$ cat config.mk
export PLATFORM = sky130hd
export DESIGN_NAME = sync_length_frame_receiver_unit
export DESIGN_NICKNAME = d
export VERILOG_FILES = /design/src/rtl/core/slfr_pkg.sv /design/src/rtl/core/slfr_frame_ram.sv /design/src/rtl/core/slfr_parser.sv /design/src/rtl/core/slfr_emitter.sv /design/src/rtl/core/sync_length_frame_receiver_unit.sv
export SDC_FILE = /design/constraint.sdc
export NUM_CORES = 1
export LEC_CHECK = 0
export BUFFER_PORTS_ARGS = -buffer_cell sky130_fd_sc_hd__clkbuf_2
export CORE_ASPECT_RATIO = 0.8
export CORE_MARGIN = 8
export CORE_UTILIZATION = 41
export CTS_BUF_LIST = sky130_fd_sc_hd__clkbuf_8
export DETAILED_ROUTE_END_ITERATION = 7
export GPL_TIMING_DRIVEN = 0
export PLACE_DENSITY = 0.66
export SYNTH_ARGS = -nofsm -noshare
export SYNTH_HDL_FRONTEND = slang
export SYNTH_SLANG_ARGS = --single-unit
export TNS_END_PERCENT = 100
$ cat constraint.sdc
create_clock -name clk_i -period 5 [get_ports clk_i]
set_clock_uncertainty 0.1 [all_clocks]
set_input_delay 0.5 -clock clk_i [delete_from_list [all_inputs] [get_ports clk_i]]
set_output_delay 0.5 -clock clk_i [all_outputs]
set_load 0.01 [all_outputs]
$ cat src/rtl/core/slfr_pkg.sv
// Package for the sync/length framed byte receiver.
// Frame geometry, sync codes, parser states and the parser-to-emitter burst request.
// No dependencies.
package slfr_pkg;

  // Frame buffer geometry
  localparam int FrameBytes = 64;
  localparam int AddrW      = $clog2(FrameBytes);
  localparam int CountW     = $clog2(FrameBytes + 1);

  // Fixed field widths
  localparam int ByteW = 8;
  localparam int PosW  = 6;
  localparam int ExpW  = 9;

  // Header codes
  localparam logic [ByteW-1:0] SyncFirst  = 8'h5A;
  localparam logic [ByteW-1:0] SyncSecond = 8'hA5;
  localparam logic [ExpW-1:0]  HeaderLen  = 9'd3;

  // Input opcodes
  localparam logic OpByte  = 1'b0;
  localparam logic OpReset = 1'b1;

  // Parser states
  typedef enum logic {
    StRecv,
    StBurst
  } parse_state_e;

  // Burst request from the parser to the emitter
  typedef struct packed {
    logic              start;
    logic [CountW-1:0] len;
  } burst_req_t;

endpackage

$ cat src/rtl/core/slfr_frame_ram.sv
// Frame buffer: one write port, one registered read port.
// Depends on slfr_pkg for the depth and widths.
module slfr_frame_ram (
  input  logic                        clk_i,
  input  logic                        we_i,
  input  logic [slfr_pkg::AddrW-1:0]  waddr_i,
  input  logic [slfr_pkg::ByteW-1:0]  wdata_i,
  input  logic                        re_i,
  input  logic [slfr_pkg::AddrW-1:0]  raddr_i,
  output logic [slfr_pkg::ByteW-1:0]  rdata_o
);

  logic [slfr_pkg::ByteW-1:0] mem [slfr_pkg::FrameBytes];
  logic [slfr_pkg::ByteW-1:0] rdata_q;

  // write port
  always_ff @(posedge clk_i) begin
    if (we_i) begin
      mem[waddr_i] <= wdata_i;
    end
  end

  // read port, data holds until the next read
  always_ff @(posedge clk_i) begin
    if (re_i) begin
      rdata_q <= mem[raddr_i];
    end
  end

  assign rdata_o = rdata_q;

endmodule

$ cat src/rtl/core/slfr_parser.sv
// Header hunt, fill count and expected length; writes received bytes to the frame buffer.
// Depends on slfr_pkg; hands completed frames to the emitter as a burst request.
module slfr_parser (
  input  logic                        clk_i,
  input  logic                        rst_ni,
  input  logic                        in_valid_i,
  output logic                        in_ready_o,
  input  logic                        opcode_i,
  input  logic [slfr_pkg::ByteW-1:0]  rx_byte_i,
  input  logic                        emit_busy_i,
  output logic                        we_o,
  output logic [slfr_pkg::AddrW-1:0]  waddr_o,
  output logic [slfr_pkg::ByteW-1:0]  wdata_o,
  output slfr_pkg::burst_req_t        burst_o
);

  slfr_pkg::parse_state_e state_q, state_d;

  logic [slfr_pkg::CountW-1:0] fill_q, fill_d;
  logic [slfr_pkg::ExpW-1:0]   exp_q, exp_d;

  logic                        accept;
  logic                        store;
  logic                        complete;
  logic [slfr_pkg::CountW-1:0] fill_new;
  logic [slfr_pkg::ExpW-1:0]   exp_new;

  assign accept = in_valid_i && in_ready_o;

  // byte classification
  always_comb begin
    store    = 1'b0;
    fill_new = fill_q + slfr_pkg::CountW'(1);
    exp_new  = exp_q;
    if (accept && opcode_i == slfr_pkg::OpByte) begin
      if (fill_q == slfr_pkg::CountW'(0)) begin
        store = (rx_byte_i == slfr_pkg::SyncFirst);
      end else if (fill_q == slfr_pkg::CountW'(1)) begin
        store = (rx_byte_i == slfr_pkg::SyncSecond);
      end else begin
        store = 1'b1;
      end
    end
    // length byte lands at the third slot
    if (slfr_pkg::ExpW'(fill_new) == slfr_pkg::HeaderLen) begin
      exp_new = slfr_pkg::ExpW'(rx_byte_i) + slfr_pkg::HeaderLen;
    end
  end

  assign complete = store && (exp_new != slfr_pkg::ExpW'(0)) &&
                    (slfr_pkg::ExpW'(fill_new) >= exp_new);

  // fill count and expected length
  always_comb begin
    fill_d = fill_q;
    exp_d  = exp_q;
    if (accept) begin
      if (opcode_i == slfr_pkg::OpReset) begin
        fill_d = '0;
        exp_d  = '0;
      end else if (store) begin
        if (complete || fill_new >= slfr_pkg::CountW'(slfr_pkg::FrameBytes)) begin
          // frame done, or buffer full without completing: re-arm
          fill_d = '0;
          exp_d  = '0;
        end else begin
          fill_d = fill_new;
          exp_d  = exp_new;
        end
      end else if (fill_q == slfr_pkg::CountW'(1)) begin
        // bad second sync byte restarts the hunt
        fill_d = '0;
        exp_d  = '0;
      end
    end
  end

  // next state
  always_comb begin
    state_d = state_q;
    unique case (state_q)
      slfr_pkg::StRecv:  if (complete) state_d = slfr_pkg::StBurst;
      slfr_pkg::StBurst: if (!emit_busy_i) state_d = slfr_pkg::StRecv;
      default:           state_d = slfr_pkg::StRecv;
    endcase
  end

  // outputs; no input is taken during a burst so buffer reads and writes never meet
  always_comb begin
    in_ready_o = 1'b0;
    unique case (state_q)
      slfr_pkg::StRecv:  in_ready_o = 1'b1;
      slfr_pkg::StBurst: in_ready_o = 1'b0;
      default:           in_ready_o = 1'b0;
    endcase
  end

  assign we_o          = store;
  assign waddr_o       = fill_q[slfr_pkg::AddrW-1:0];
  assign wdata_o       = rx_byte_i;
  assign burst_o.start = complete;
  assign burst_o.len   = fill_new;

  always_ff @(posedge clk_i or negedge rst_ni) begin
    if (!rst_ni) begin
      state_q <= slfr_pkg::StRecv;
      fill_q  <= '0;
      exp_q   <= '0;
    end else begin
      state_q <= state_d;
      fill_q  <= fill_d;
      exp_q   <= exp_d;
    end
  end

endmodule

$ cat src/rtl/core/slfr_emitter.sv
// Burst reader: walks the frame buffer and drives the output word with position and last.
// Depends on slfr_pkg; the byte itself comes from the frame buffer's read register.
module slfr_emitter (
  input  logic                        clk_i,
  input  logic                        rst_ni,
  input  slfr_pkg::burst_req_t        burst_i,
  output logic                        busy_o,
  output logic                        re_o,
  output logic [slfr_pkg::AddrW-1:0]  raddr_o,
  output logic                        out_valid_o,
  input  logic                        out_ready_i,
  output logic [slfr_pkg::PosW-1:0]   byte_position_o,
  output logic                        last_o
);

  logic                        busy_q, busy_d;
  logic                        valid_q, valid_d;
  logic [slfr_pkg::CountW-1:0] ptr_q, ptr_d;
  logic [slfr_pkg::CountW-1:0] len_q, len_d;
  logic [slfr_pkg::PosW-1:0]   pos_q, pos_d;
  logic                        last_q, last_d;

  logic issue;
  logic is_last;

  // read when the output word is free or leaving this cycle
  assign issue   = busy_q && (!valid_q || out_ready_i);
  assign is_last = (ptr_q + slfr_pkg::CountW'(1)) == len_q;

  always_comb begin
    busy_d  = busy_q;
    ptr_d   = ptr_q;
    len_d   = len_q;
    pos_d   = pos_q;
    last_d  = last_q;
    valid_d = valid_q;
    if (out_ready_i) begin
      valid_d = 1'b0;
    end
    if (burst_i.start) begin
      busy_d = 1'b1;
      ptr_d  = '0;
      len_d  = burst_i.len;
    end else if (issue) begin
      ptr_d   = ptr_q + slfr_pkg::CountW'(1);
      pos_d   = slfr_pkg::PosW'(ptr_q);
      last_d  = is_last;
      valid_d = 1'b1;
      if (is_last) begin
        busy_d = 1'b0;
      end
    end
  end

  always_ff @(posedge clk_i or negedge rst_ni) begin
    if (!rst_ni) begin
      busy_q  <= 1'b0;
      valid_q <= 1'b0;
      ptr_q   <= '0;
      len_q   <= '0;
    end else begin
      busy_q  <= busy_d;
      valid_q <= valid_d;
      ptr_q   <= ptr_d;
      len_q   <= len_d;
    end
  end

  // word tags, no reset
  always_ff @(posedge clk_i) begin
    pos_q  <= pos_d;
    last_q <= last_d;
  end

  assign busy_o          = busy_q;
  assign re_o            = issue;
  assign raddr_o         = ptr_q[slfr_pkg::AddrW-1:0];
  assign out_valid_o     = valid_q;
  assign byte_position_o = pos_q;
  assign last_o          = last_q;

endmodule

$ cat src/rtl/core/sync_length_frame_receiver_unit.sv
// Top level of the sync/length framed byte receiver.
// Depends on slfr_pkg, slfr_parser, slfr_frame_ram and slfr_emitter.
//
//   channel | direction | handshake              | payload
//   --------+-----------+------------------------+-----------------------------------
//   in      | input     | in_valid_i/in_ready_o  | opcode_i, rx_byte_i
//   out     | output    | out_valid_o/out_ready_i| frame_byte_o, byte_position_o, last_o
//
// Accepted frame bytes are written into the 64-byte frame buffer.
// A completed frame of N bytes is read back as a burst, one word a cycle while
// out_ready_i is high; in_ready_o drops after the completing word and rises
// again once the emitter's busy flag has cleared and the parser is back in StRecv.
// Each output word waits in the buffer's read register until taken.
// Reset clears the parser to hunting; buffer contents are not cleared.
module sync_length_frame_receiver_unit (
  input  logic                        clk_i,
  input  logic                        rst_ni,
  input  logic                        in_valid_i,
  output logic                        in_ready_o,
  input  logic                        opcode_i,
  input  logic [slfr_pkg::ByteW-1:0]  rx_byte_i,
  output logic                        out_valid_o,
  input  logic                        out_ready_i,
  output logic [slfr_pkg::ByteW-1:0]  frame_byte_o,
  output logic [slfr_pkg::PosW-1:0]   byte_position_o,
  output logic                        last_o
);

  slfr_pkg::burst_req_t       burst;
  logic                       emit_busy;
  logic                       we;
  logic [slfr_pkg::AddrW-1:0] waddr;
  logic [slfr_pkg::ByteW-1:0] wdata;
  logic                       re;
  logic [slfr_pkg::AddrW-1:0] raddr;

  slfr_parser u_parser (
    .clk_i       (clk_i),
    .rst_ni      (rst_ni),
    .in_valid_i  (in_valid_i),
    .in_ready_o  (in_ready_o),
    .opcode_i    (opcode_i),
    .rx_byte_i   (rx_byte_i),
    .emit_busy_i (emit_busy),
    .we_o        (we),
    .waddr_o     (waddr),
    .wdata_o     (wdata),
    .burst_o     (burst)
  );

  slfr_frame_ram u_ram (
    .clk_i   (clk_i),
    .we_i    (we),
    .waddr_i (waddr),
    .wdata_i (wdata),
    .re_i    (re),
    .raddr_i (raddr),
    .rdata_o (frame_byte_o)
  );

  slfr_emitter u_emitter (
    .clk_i           (clk_i),
    .rst_ni          (rst_ni),
    .burst_i         (burst),
    .busy_o          (emit_busy),
    .re_o            (re),
    .raddr_o         (raddr),
    .out_valid_o     (out_valid_o),
    .out_ready_i     (out_ready_i),
    .byte_position_o (byte_position_o),
    .last_o          (last_o)
  );

endmodule

==> results of run 1 <==
-- synthesized netlist by cell type (2+ instances only) --
cell type / n / area share (%)
o41ai_1: 2 / 0.078
nand3_1: 21 / 0.47
clkbuf_1: 32 / 0.54
and2_1: 3 / 0.084
a21o_1: 3 / 0.10
a21oi_1: 14 / 0.31
mux2_4: 5 / 0.33
o21ai_0: 13 / 0.29
or3_1: 3 / 0.084
a41o_1: 3 / 0.13
buf_1: 17 / 0.28
ha_1: 13 / 0.72
o211ai_1: 2 / 0.067
a32o_1: 5 / 0.22
dfrtp_1: 33 / 3.7
nor3_1: 7 / 0.16
nand2b_1: 2 / 0.056
and3_1: 2 / 0.056
nand4_1: 5 / 0.14
or4b_1: 2 / 0.089
nor2b_1: 2 / 0.056
xor2_1: 11 / 0.43
a211oi_1: 5 / 0.17
buf_2: 4 / 0.089
xnor2_1: 17 / 0.66
mux2_2: 2 / 0.10
nor4_1: 4 / 0.11
nor2_1: 77 / 1.3
mux2i_1: 4 / 0.18
edfxtp_1: 527 / 70
nand2_1: 25 / 0.42
inv_1: 12 / 0.20
mux4_2: 168 / 17
a22o_1: 4 / 0.16
clkinv_1: 2 / 0.033
-- worst reg2reg max path: stages (launching register included) --
cell	delay, ns
dfrtp_2	0.49
ha_1	0.22
clkbuf_1	0.20
or2_2	0.31
o21ai_0	0.12
a31o_2	0.29
nand2_2	0.16
o21ai_0	0.30
ha_1	0.29
nand2b_1	0.16
a21oi_1	0.14
o21bai_1	0.09
a2111oi_0	0.45
a32oi_1	0.30
clkbuf_1	0.34
a21oi_4	0.33
-- how the worst min path moves through the flow --
| stage | depth (start not counted) | slack, ns | to |
|---|---|---|---|
| after floorplan | 0 | 0.10 | u_emitter.busy_o |
| after global routing | 3 | 0.08 | u_emitter.out_valid_o |
| final | 3 | 0.09 | u_emitter.out_valid_o |
| after detailed placement | 0 | 0.34 | u_emitter.byte_position_o[2] |
| after CTS | 3 | 0.04 | u_emitter.out_valid_o |
| after global placement | 0 | 0.34 | u_emitter.byte_position_o[3] |
-- cells by family (layout without fill, tap and decap cells) --
| logic type | after synthesis | in the layout | synth area share, % |
|---|---|---|---|
| adder cells (fa/ha/maj) | 13 | 13 | 0.724 |
| flip-flops | 560 | 560 | 74.2 |
| AND/OR/NAND/NOR | 162 | 162 | 3.41 |
| buffers and inverters | 68 | 258 | 1.19 |
| XOR/XNOR | 28 | 28 | 1.09 |
| AO/OA/AOI/OAI | 63 | 63 | 1.95 |
| multiplexers | 179 | 179 | 17.5 |
-- routing by layer --
metal / up-vias / global-route usage (%) / share of wire, %
met5: - / 0 / 0
li1: 4726 / - / -
met2: 475 / 22.9 / 43
met3: 75 / 4.55 / 9.6
met4: 0 / 4.22 / 2.0
met1: 5904 / 24.0 / 45
-- sequential cells by signal (all words and copies together) (netlist names), 6 cells and up --
signal	flops
u_ram.mem	512
u_emitter.len_q	7
u_parser.fill_q	7
u_emitter.ptr_q	7
u_emitter.byte_position_o	6
u_ram.rdata_o	8
u_parser.exp_q	9
-- power groups by stage --
| stage | clock [mW] | combinational [mW] | sequential (mW) |
|---|---|---|---|
| after global routing | 3.80 | 2.11 | 5.17 |
| final | 3.54 | 1.99 | 5.17 |
| after floorplan | 0 | 1.32 | 5.27 |
| after detailed placement | 0 | 2.00 | 5.28 |
| after CTS | 3.60 | 2.00 | 5.18 |
| after global placement | 0 | 1.97 | 5.28 |
-- repair_timing --
| action | CTS | global route |
|---|---|---|
| resized for setup | 1 | 4 |
| buffers inserted | 0 | 0 |
| hold endpoints to repair | 33 | 0 |
| hold buffers | 1 | 0 |
| endpoints found under the setup margin | 7 | 10 |
-- per-stage QoR --
stage	cells	total power, mW	setup slack [ns]	hold WS, ns	utilization (%)
after global routing	1965	11.1	0.0657	0.0768	46.7
after floorplan	1073	6.59	0.754	0.104	-
after global placement	1804	7.25	-0.245	0.339	43.5
after detailed placement	1805	7.27	-0.336	0.345	43.5
after CTS	1960	10.8	0.0455	0.0417	46.5
final	1965	10.7	0.385	0.0852	46.7
-- layout by cell type, fill, tap and decap left out, types with 4 or more instances in the layout --
master | Yosys | final
nand4_1 | 5 | 5
xnor2_1 | 17 | 17
mux4_2 | 168 | 168
a22o_1 | 4 | 4
clkbuf_2 | 0 | 22
nand2_1 | 25 | 24
buf_12 | 0 | 6
clkbuf_8 | 0 | 88
nor4_1 | 4 | 4
clkinv_2 | 0 | 17
mux2i_1 | 4 | 4
mux2_4 | 5 | 5
xor2_1 | 11 | 11
inv_1 | 12 | 31
dfrtp_1 | 33 | 32
a211oi_1 | 5 | 5
clkbuf_1 | 32 | 32
a32o_1 | 5 | 5
ha_1 | 13 | 13
nor2_1 | 77 | 77
clkinv_1 | 2 | 24
buf_2 | 4 | 9
nor3_1 | 7 | 7
buf_1 | 17 | 17
nand3_1 | 21 | 21
a21oi_1 | 14 | 13
edfxtp_1 | 527 | 527
o21ai_0 | 13 | 13
-- cell type report --
| cell class | count | area, um2 |
|---|---|---|
| Fill cell | 4503 | 28800 |
| Sequential cell | 560 | 16700 |
| Multi-Input combinational cell | 445 | 5550 |
| Clock buffer | 88 | 1210 |
| Tap cell | 702 | 878 |
| Clock inverter | 66 | 370 |
| Timing Repair Buffer | 36 | 280 |
| Buffer | 54 | 215 |
| Inverter | 14 | 52.6 |
==> flow_summary.yaml, run 1 <==
outcome:
  status: "finished clean"
critical_path:
  r2r_start: "u_parser.fill_q[0]"
  r2r_slack_ns: 0.38
  cp.depth: 15
  cp_max_fo: 10
  crit_family: "compound AO/OA/AOI/OAI gates"
  arrival_ns: 4.83
  reg2reg_depth: 15
  path_buf_inv: 2
  path_class: "reg2reg"
  crit_path_cell_trace: "ha_1 -> clkbuf_1 -> or2_2 -> o21ai_0 -> a31o_2 -> nand2_2 -> o21ai_0 -> ha_1 -> nand2b_1 -> a21oi_1 -> o21bai_1 -> a2111oi_0 -> a32oi_1 -> clkbuf_1 -> a21oi_4"
  slowest_delay_ns: 0.49
  startpoint_type: "flip-flop"
  endpoint: "u_emitter.byte_position_o[4]"
  r2r_end: "u_emitter.byte_position_o[4]"
  crit_start: "u_parser.fill_q[0]"
  cp.required_ns: 5.22
  crit_slowest_cell: "dfrtp_2"
  end_kind: "flip-flop"
power_and_ir_drop:
  power_switching_mw: 2.82
  swShare_pct: 26.3
  p_int_mw: 7.89
  peakVddDrop_uv: 181
  pwr-share-comb_pct: 18.6
  pwr-share-seq_pct: 48.3
  p_leak_nw: 7.90
  clkPwrFrac_pct: 33.1
  power.density_nw_per_um2: 425
timing:
  finalHoldViolations: 0
  finalMaxSlewViolations: 0
  worst_slew_pin_slew_ns: 1.05
  finalSetupViolCount: 0
  setup-tns-final_ns: 0
  fin_crit_ns: 4.62
  timing.fmax_mhz: 217
  rsz0062_at_grt: "no"
  finalCritPeriodShare_pct: 92.3
  relSlewSlack_pct: 30.0
global_route:
  grt_max_degree: 72
  grt_overflow: 0
  grt_first_pass_wirelength_um: 74200
  grt_pass1_vias: 11100
  grt.total_usage_pct: 16.0
  antenna_found_initial: 2
cells_and_area:
  layout.nets: 1220
  antenna_cells: 0
  final_area_um2: 25200
  drive_above_1_share_pct: 26.8
  synthToLayoutAreaGrowth_pct: 12.3
hold_path:
  min_from: "out_ready_i"
  min_path_type: "in2reg"
clocking:
  cts_tree: "built"
  cts-buffers-inserted: 83
  numClockSinks: 560
  root_buffer: "clkbuf_8"
  htree_levels: 3
  clockBufferDepth: 3
  clk_pin_slew_ns: 0.06
  clk_latency_ns: 0.64
routing:
  wl_per_cell_um: 25.7
  drtAntennaViolNets: 0
  dr.pass1.iters: 7
  vias: 11200
  drtIter0Drc: 1384
  drc: 0
  totalWireLength_um: 50500
  avgViaCountPerCell: 5.69
yosys:
  synth_area_um2: 22500
  async_reset_ff_share_pct: 5.89
  synth_nets: 1099
  postSynthAreaPerCell_um2: 20.9
  ys_ff_latch: 560
  synthDistinctLibCells: 57
  synthCells: 1073
  yosysWarnings: 0
  synth_edf_count: 527
  seq_area_frac_synth_pct: 74.2
  synthFlopType: "edfxtp_1"
placed_design:
  dpl_cell_area_um2: 23500
  io_buffers: 29
  dp_hpwl_um: 32700
  place.gp.congestion: 0.853
die:
  rows: 76
  die_area_um2: 62600
  die_w_um: 278
  core_region_area_um2: 54000
  die_y_um: 225
  pin_count: 30
  start_util_pct: 41.6
flow_run:
  cap_violations: 0
No activity file was read; power rests on OpenSTA's default activity.
==> inputs of run 2 (changes only) <==
--- a/config.mk
+++ b/config.mk
@@ -13,6 +13,7 @@
 export DETAILED_ROUTE_END_ITERATION = 7
 export GPL_TIMING_DRIVEN = 0
 export PLACE_DENSITY = 0.66
+export SLEW_MARGIN = 5
 export SYNTH_ARGS = -nofsm -noshare
 export SYNTH_HDL_FRONTEND = slang
 export SYNTH_SLANG_ARGS = --single-unit
==> constraint.sdc (replaced) <==
create_clock -name clk_i -period 5.55 [get_ports clk_i]
set_clock_uncertainty 0.1 [all_clocks]
set_input_delay 0.555 -clock clk_i [delete_from_list [all_inputs] [get_ports clk_i]]
set_output_delay 0.555 -clock clk_i [all_outputs]
set_load 0.01 [all_outputs]
==> flow_summary.yaml, run 2 (synthesis results as in run 1) <==
timing:
  setup-tns-final_ns: 0
  relSlewSlack_pct: 29.4
  finalSetupViolCount: 0
  finalCritPeriodShare_pct: 90.4
  finalMaxSlewViolations: 0
  fin_crit_ns: 5.02
  worst_slew_pin_slew_ns: 1.06
  timing.fmax_mhz: 199
  timing.final.ws_setup_ns: 0.534
  rsz0062_at_grt: "no"
  finalHoldViolations: 0
global_route:
  antenna_found_initial: 4
  grt_pass1_vias: 11000
  grt_first_pass_wirelength_um: 74000
  grt_max_degree: 72
  grt_overflow: 0
  grt.total_usage_pct: 16.1
clocking:
  cts-buffers-inserted: 83
  post_cts_buffers: 0
  clk_pin_slew_ns: 0.06
  root_buffer: "clkbuf_8"
  clk_latency_ns: 0.67
  clockBufferDepth: 3
  cts_tree: "built"
  htree_levels: 3
  numClockSinks: 560
power_and_ir_drop:
  power.total_mw: 9.46
  power.density_nw_per_um2: 379
  peakVddDrop_uv: 166
  p_leak_nw: 7.82
cells_and_area:
  multiInputGateArea_um2: 5540
  layout.nets: 1216
  n_fill_cell: 4508
  final_common_cell: "edfxtp_1"
  instances_no_fill: 1949
  top_register: "u_ram.mem"
  drive_above_1_share_pct: 25.5
  layout_common_cells: "edfxtp_1, mux4_2, clkbuf_8"
  largest_register_ffs: 512
  fin_util_pct: 46.3
  seqCellArea_um2: 16700
  synthToLayoutAreaGrowth_pct: 11.4
critical_path:
  cp_max_fo: 10
  path_class: "reg2reg"
  r2r_start: "u_parser.fill_q[1]"
  crit_family: "compound AO/OA/AOI/OAI gates"
  startpoint_type: "flip-flop"
  path_buf_inv: 3
  slowest_delay_ns: 0.64
  crit_slowest_cell: "o31ai_1"
  cp.required_ns: 5.77
  crit_path_cell_trace: "buf_2 -> and4_4 -> and2_1 -> o31ai_1 -> nand2_1 -> o21ai_0 -> inv_1 -> ha_1 -> a21oi_1 -> o21bai_1 -> a2111oi_0 -> a32oi_1 -> clkbuf_1 -> a21oi_2"
  arrival_ns: 5.23
  crit_start: "u_parser.fill_q[1]"
  end_kind: "flip-flop"
die:
  core_region_area_um2: 54000
  die_area_um2: 62600
  pin_count: 30
  die_y_um: 225
  start_util_pct: 41.6
  die_w_um: 278
  rows: 76
placed_design:
  io_buffers: 29
  placedCellCount: 1804
  dp_hpwl_um: 32500
  place.gp.congestion: 0.853
  place_ws_ns: 0.409
routing:
  drtAntennaViolNets: 0
  totalWireLength_um: 50700
  wl_per_cell_um: 26.0
  vias: 11100
  drc: 0
  avgViaCountPerCell: 5.72
  drtIter0Drc: 1271
  dr.pass1.iters: 5
hold_path:
  min_from: "out_ready_i"
  min_path_type: "in2reg"
flow_run:
  cap_violations: 0
outcome:
  status: "finished clean"
==> run 2: final cells by class <==
type	count	share of cell area, %
sequential	560	66.6
buffer	54	0.861
multi-input combinational	445	22.1
inverter	14	0.210
tap	702	3.51
clock buffer	90	4.95
clock inverter	51	0.876
antenna	1	0.0100
timing repair buffer	32	0.841
==> run 2: through the flow <==
step                      instance area (um2)  hold WS (ns)
final                                   25000         0.101
after floorplan                         22500         0.159
after global placement                  23500         0.339
after global routing                    25000        0.0826
after detailed placement                23500         0.345
after CTS                               25000        0.0626
==> run 2: where the power goes <==
group | switching, mW | internal, mW | leakage, nW
clock network | 1.53 | 1.49 | 0.851
logic | 0.952 | 0.836 | 1.78
registers | 0.0166 | 4.65 | 5.19
==> run 2: worst paths after layout <==
check / end / slack, ns / cells after the start
min in group asynchronous: u_parser.fill_q[2] / 0.41 / 2
max: u_emitter.byte_position_o[2] / 0.53 / 14
min: u_emitter.out_valid_o / 0.10 / 3
min reg2reg: u_emitter.byte_position_o[2] / 0.36 / 0
max reg2reg: u_emitter.byte_position_o[2] / 0.53 / 14
max in group asynchronous: u_parser.exp_q[8] / 4.42 / 2
==> run 2: worst register-to-register path: cells and delay by family, from the launching register on <==
kind	cells	cell delay, ns
adder cells (fa/ha/maj)	1	0.32
flip-flops	1	0.40
AO/OA/AOI/OAI	7	2.41
AND/OR/NAND/NOR	3	0.84
buffers and inverters	3	0.61
==> run 2: per-layer routing <==
| metal | vias to the layer above | track usage [%] | wire (um) |
|---|---|---|---|
| met2 | 464 | 22.8 | 22100 |
| met5 | - | 0 | 13 |
| met1 | 5896 | 24.2 | 22700 |
| met3 | 88 | 4.89 | 4750 |
| met4 | 2 | 4.05 | 1070 |
| li1 | 4697 | - | - |
==> run 2: what timing repair did <==
item | CTS | global route
endpoints found under the hold margin | 33 | 0
resized for setup | 0 | 1
setup endpoints to repair | 0 | 7
hold buffers | 1 | 0
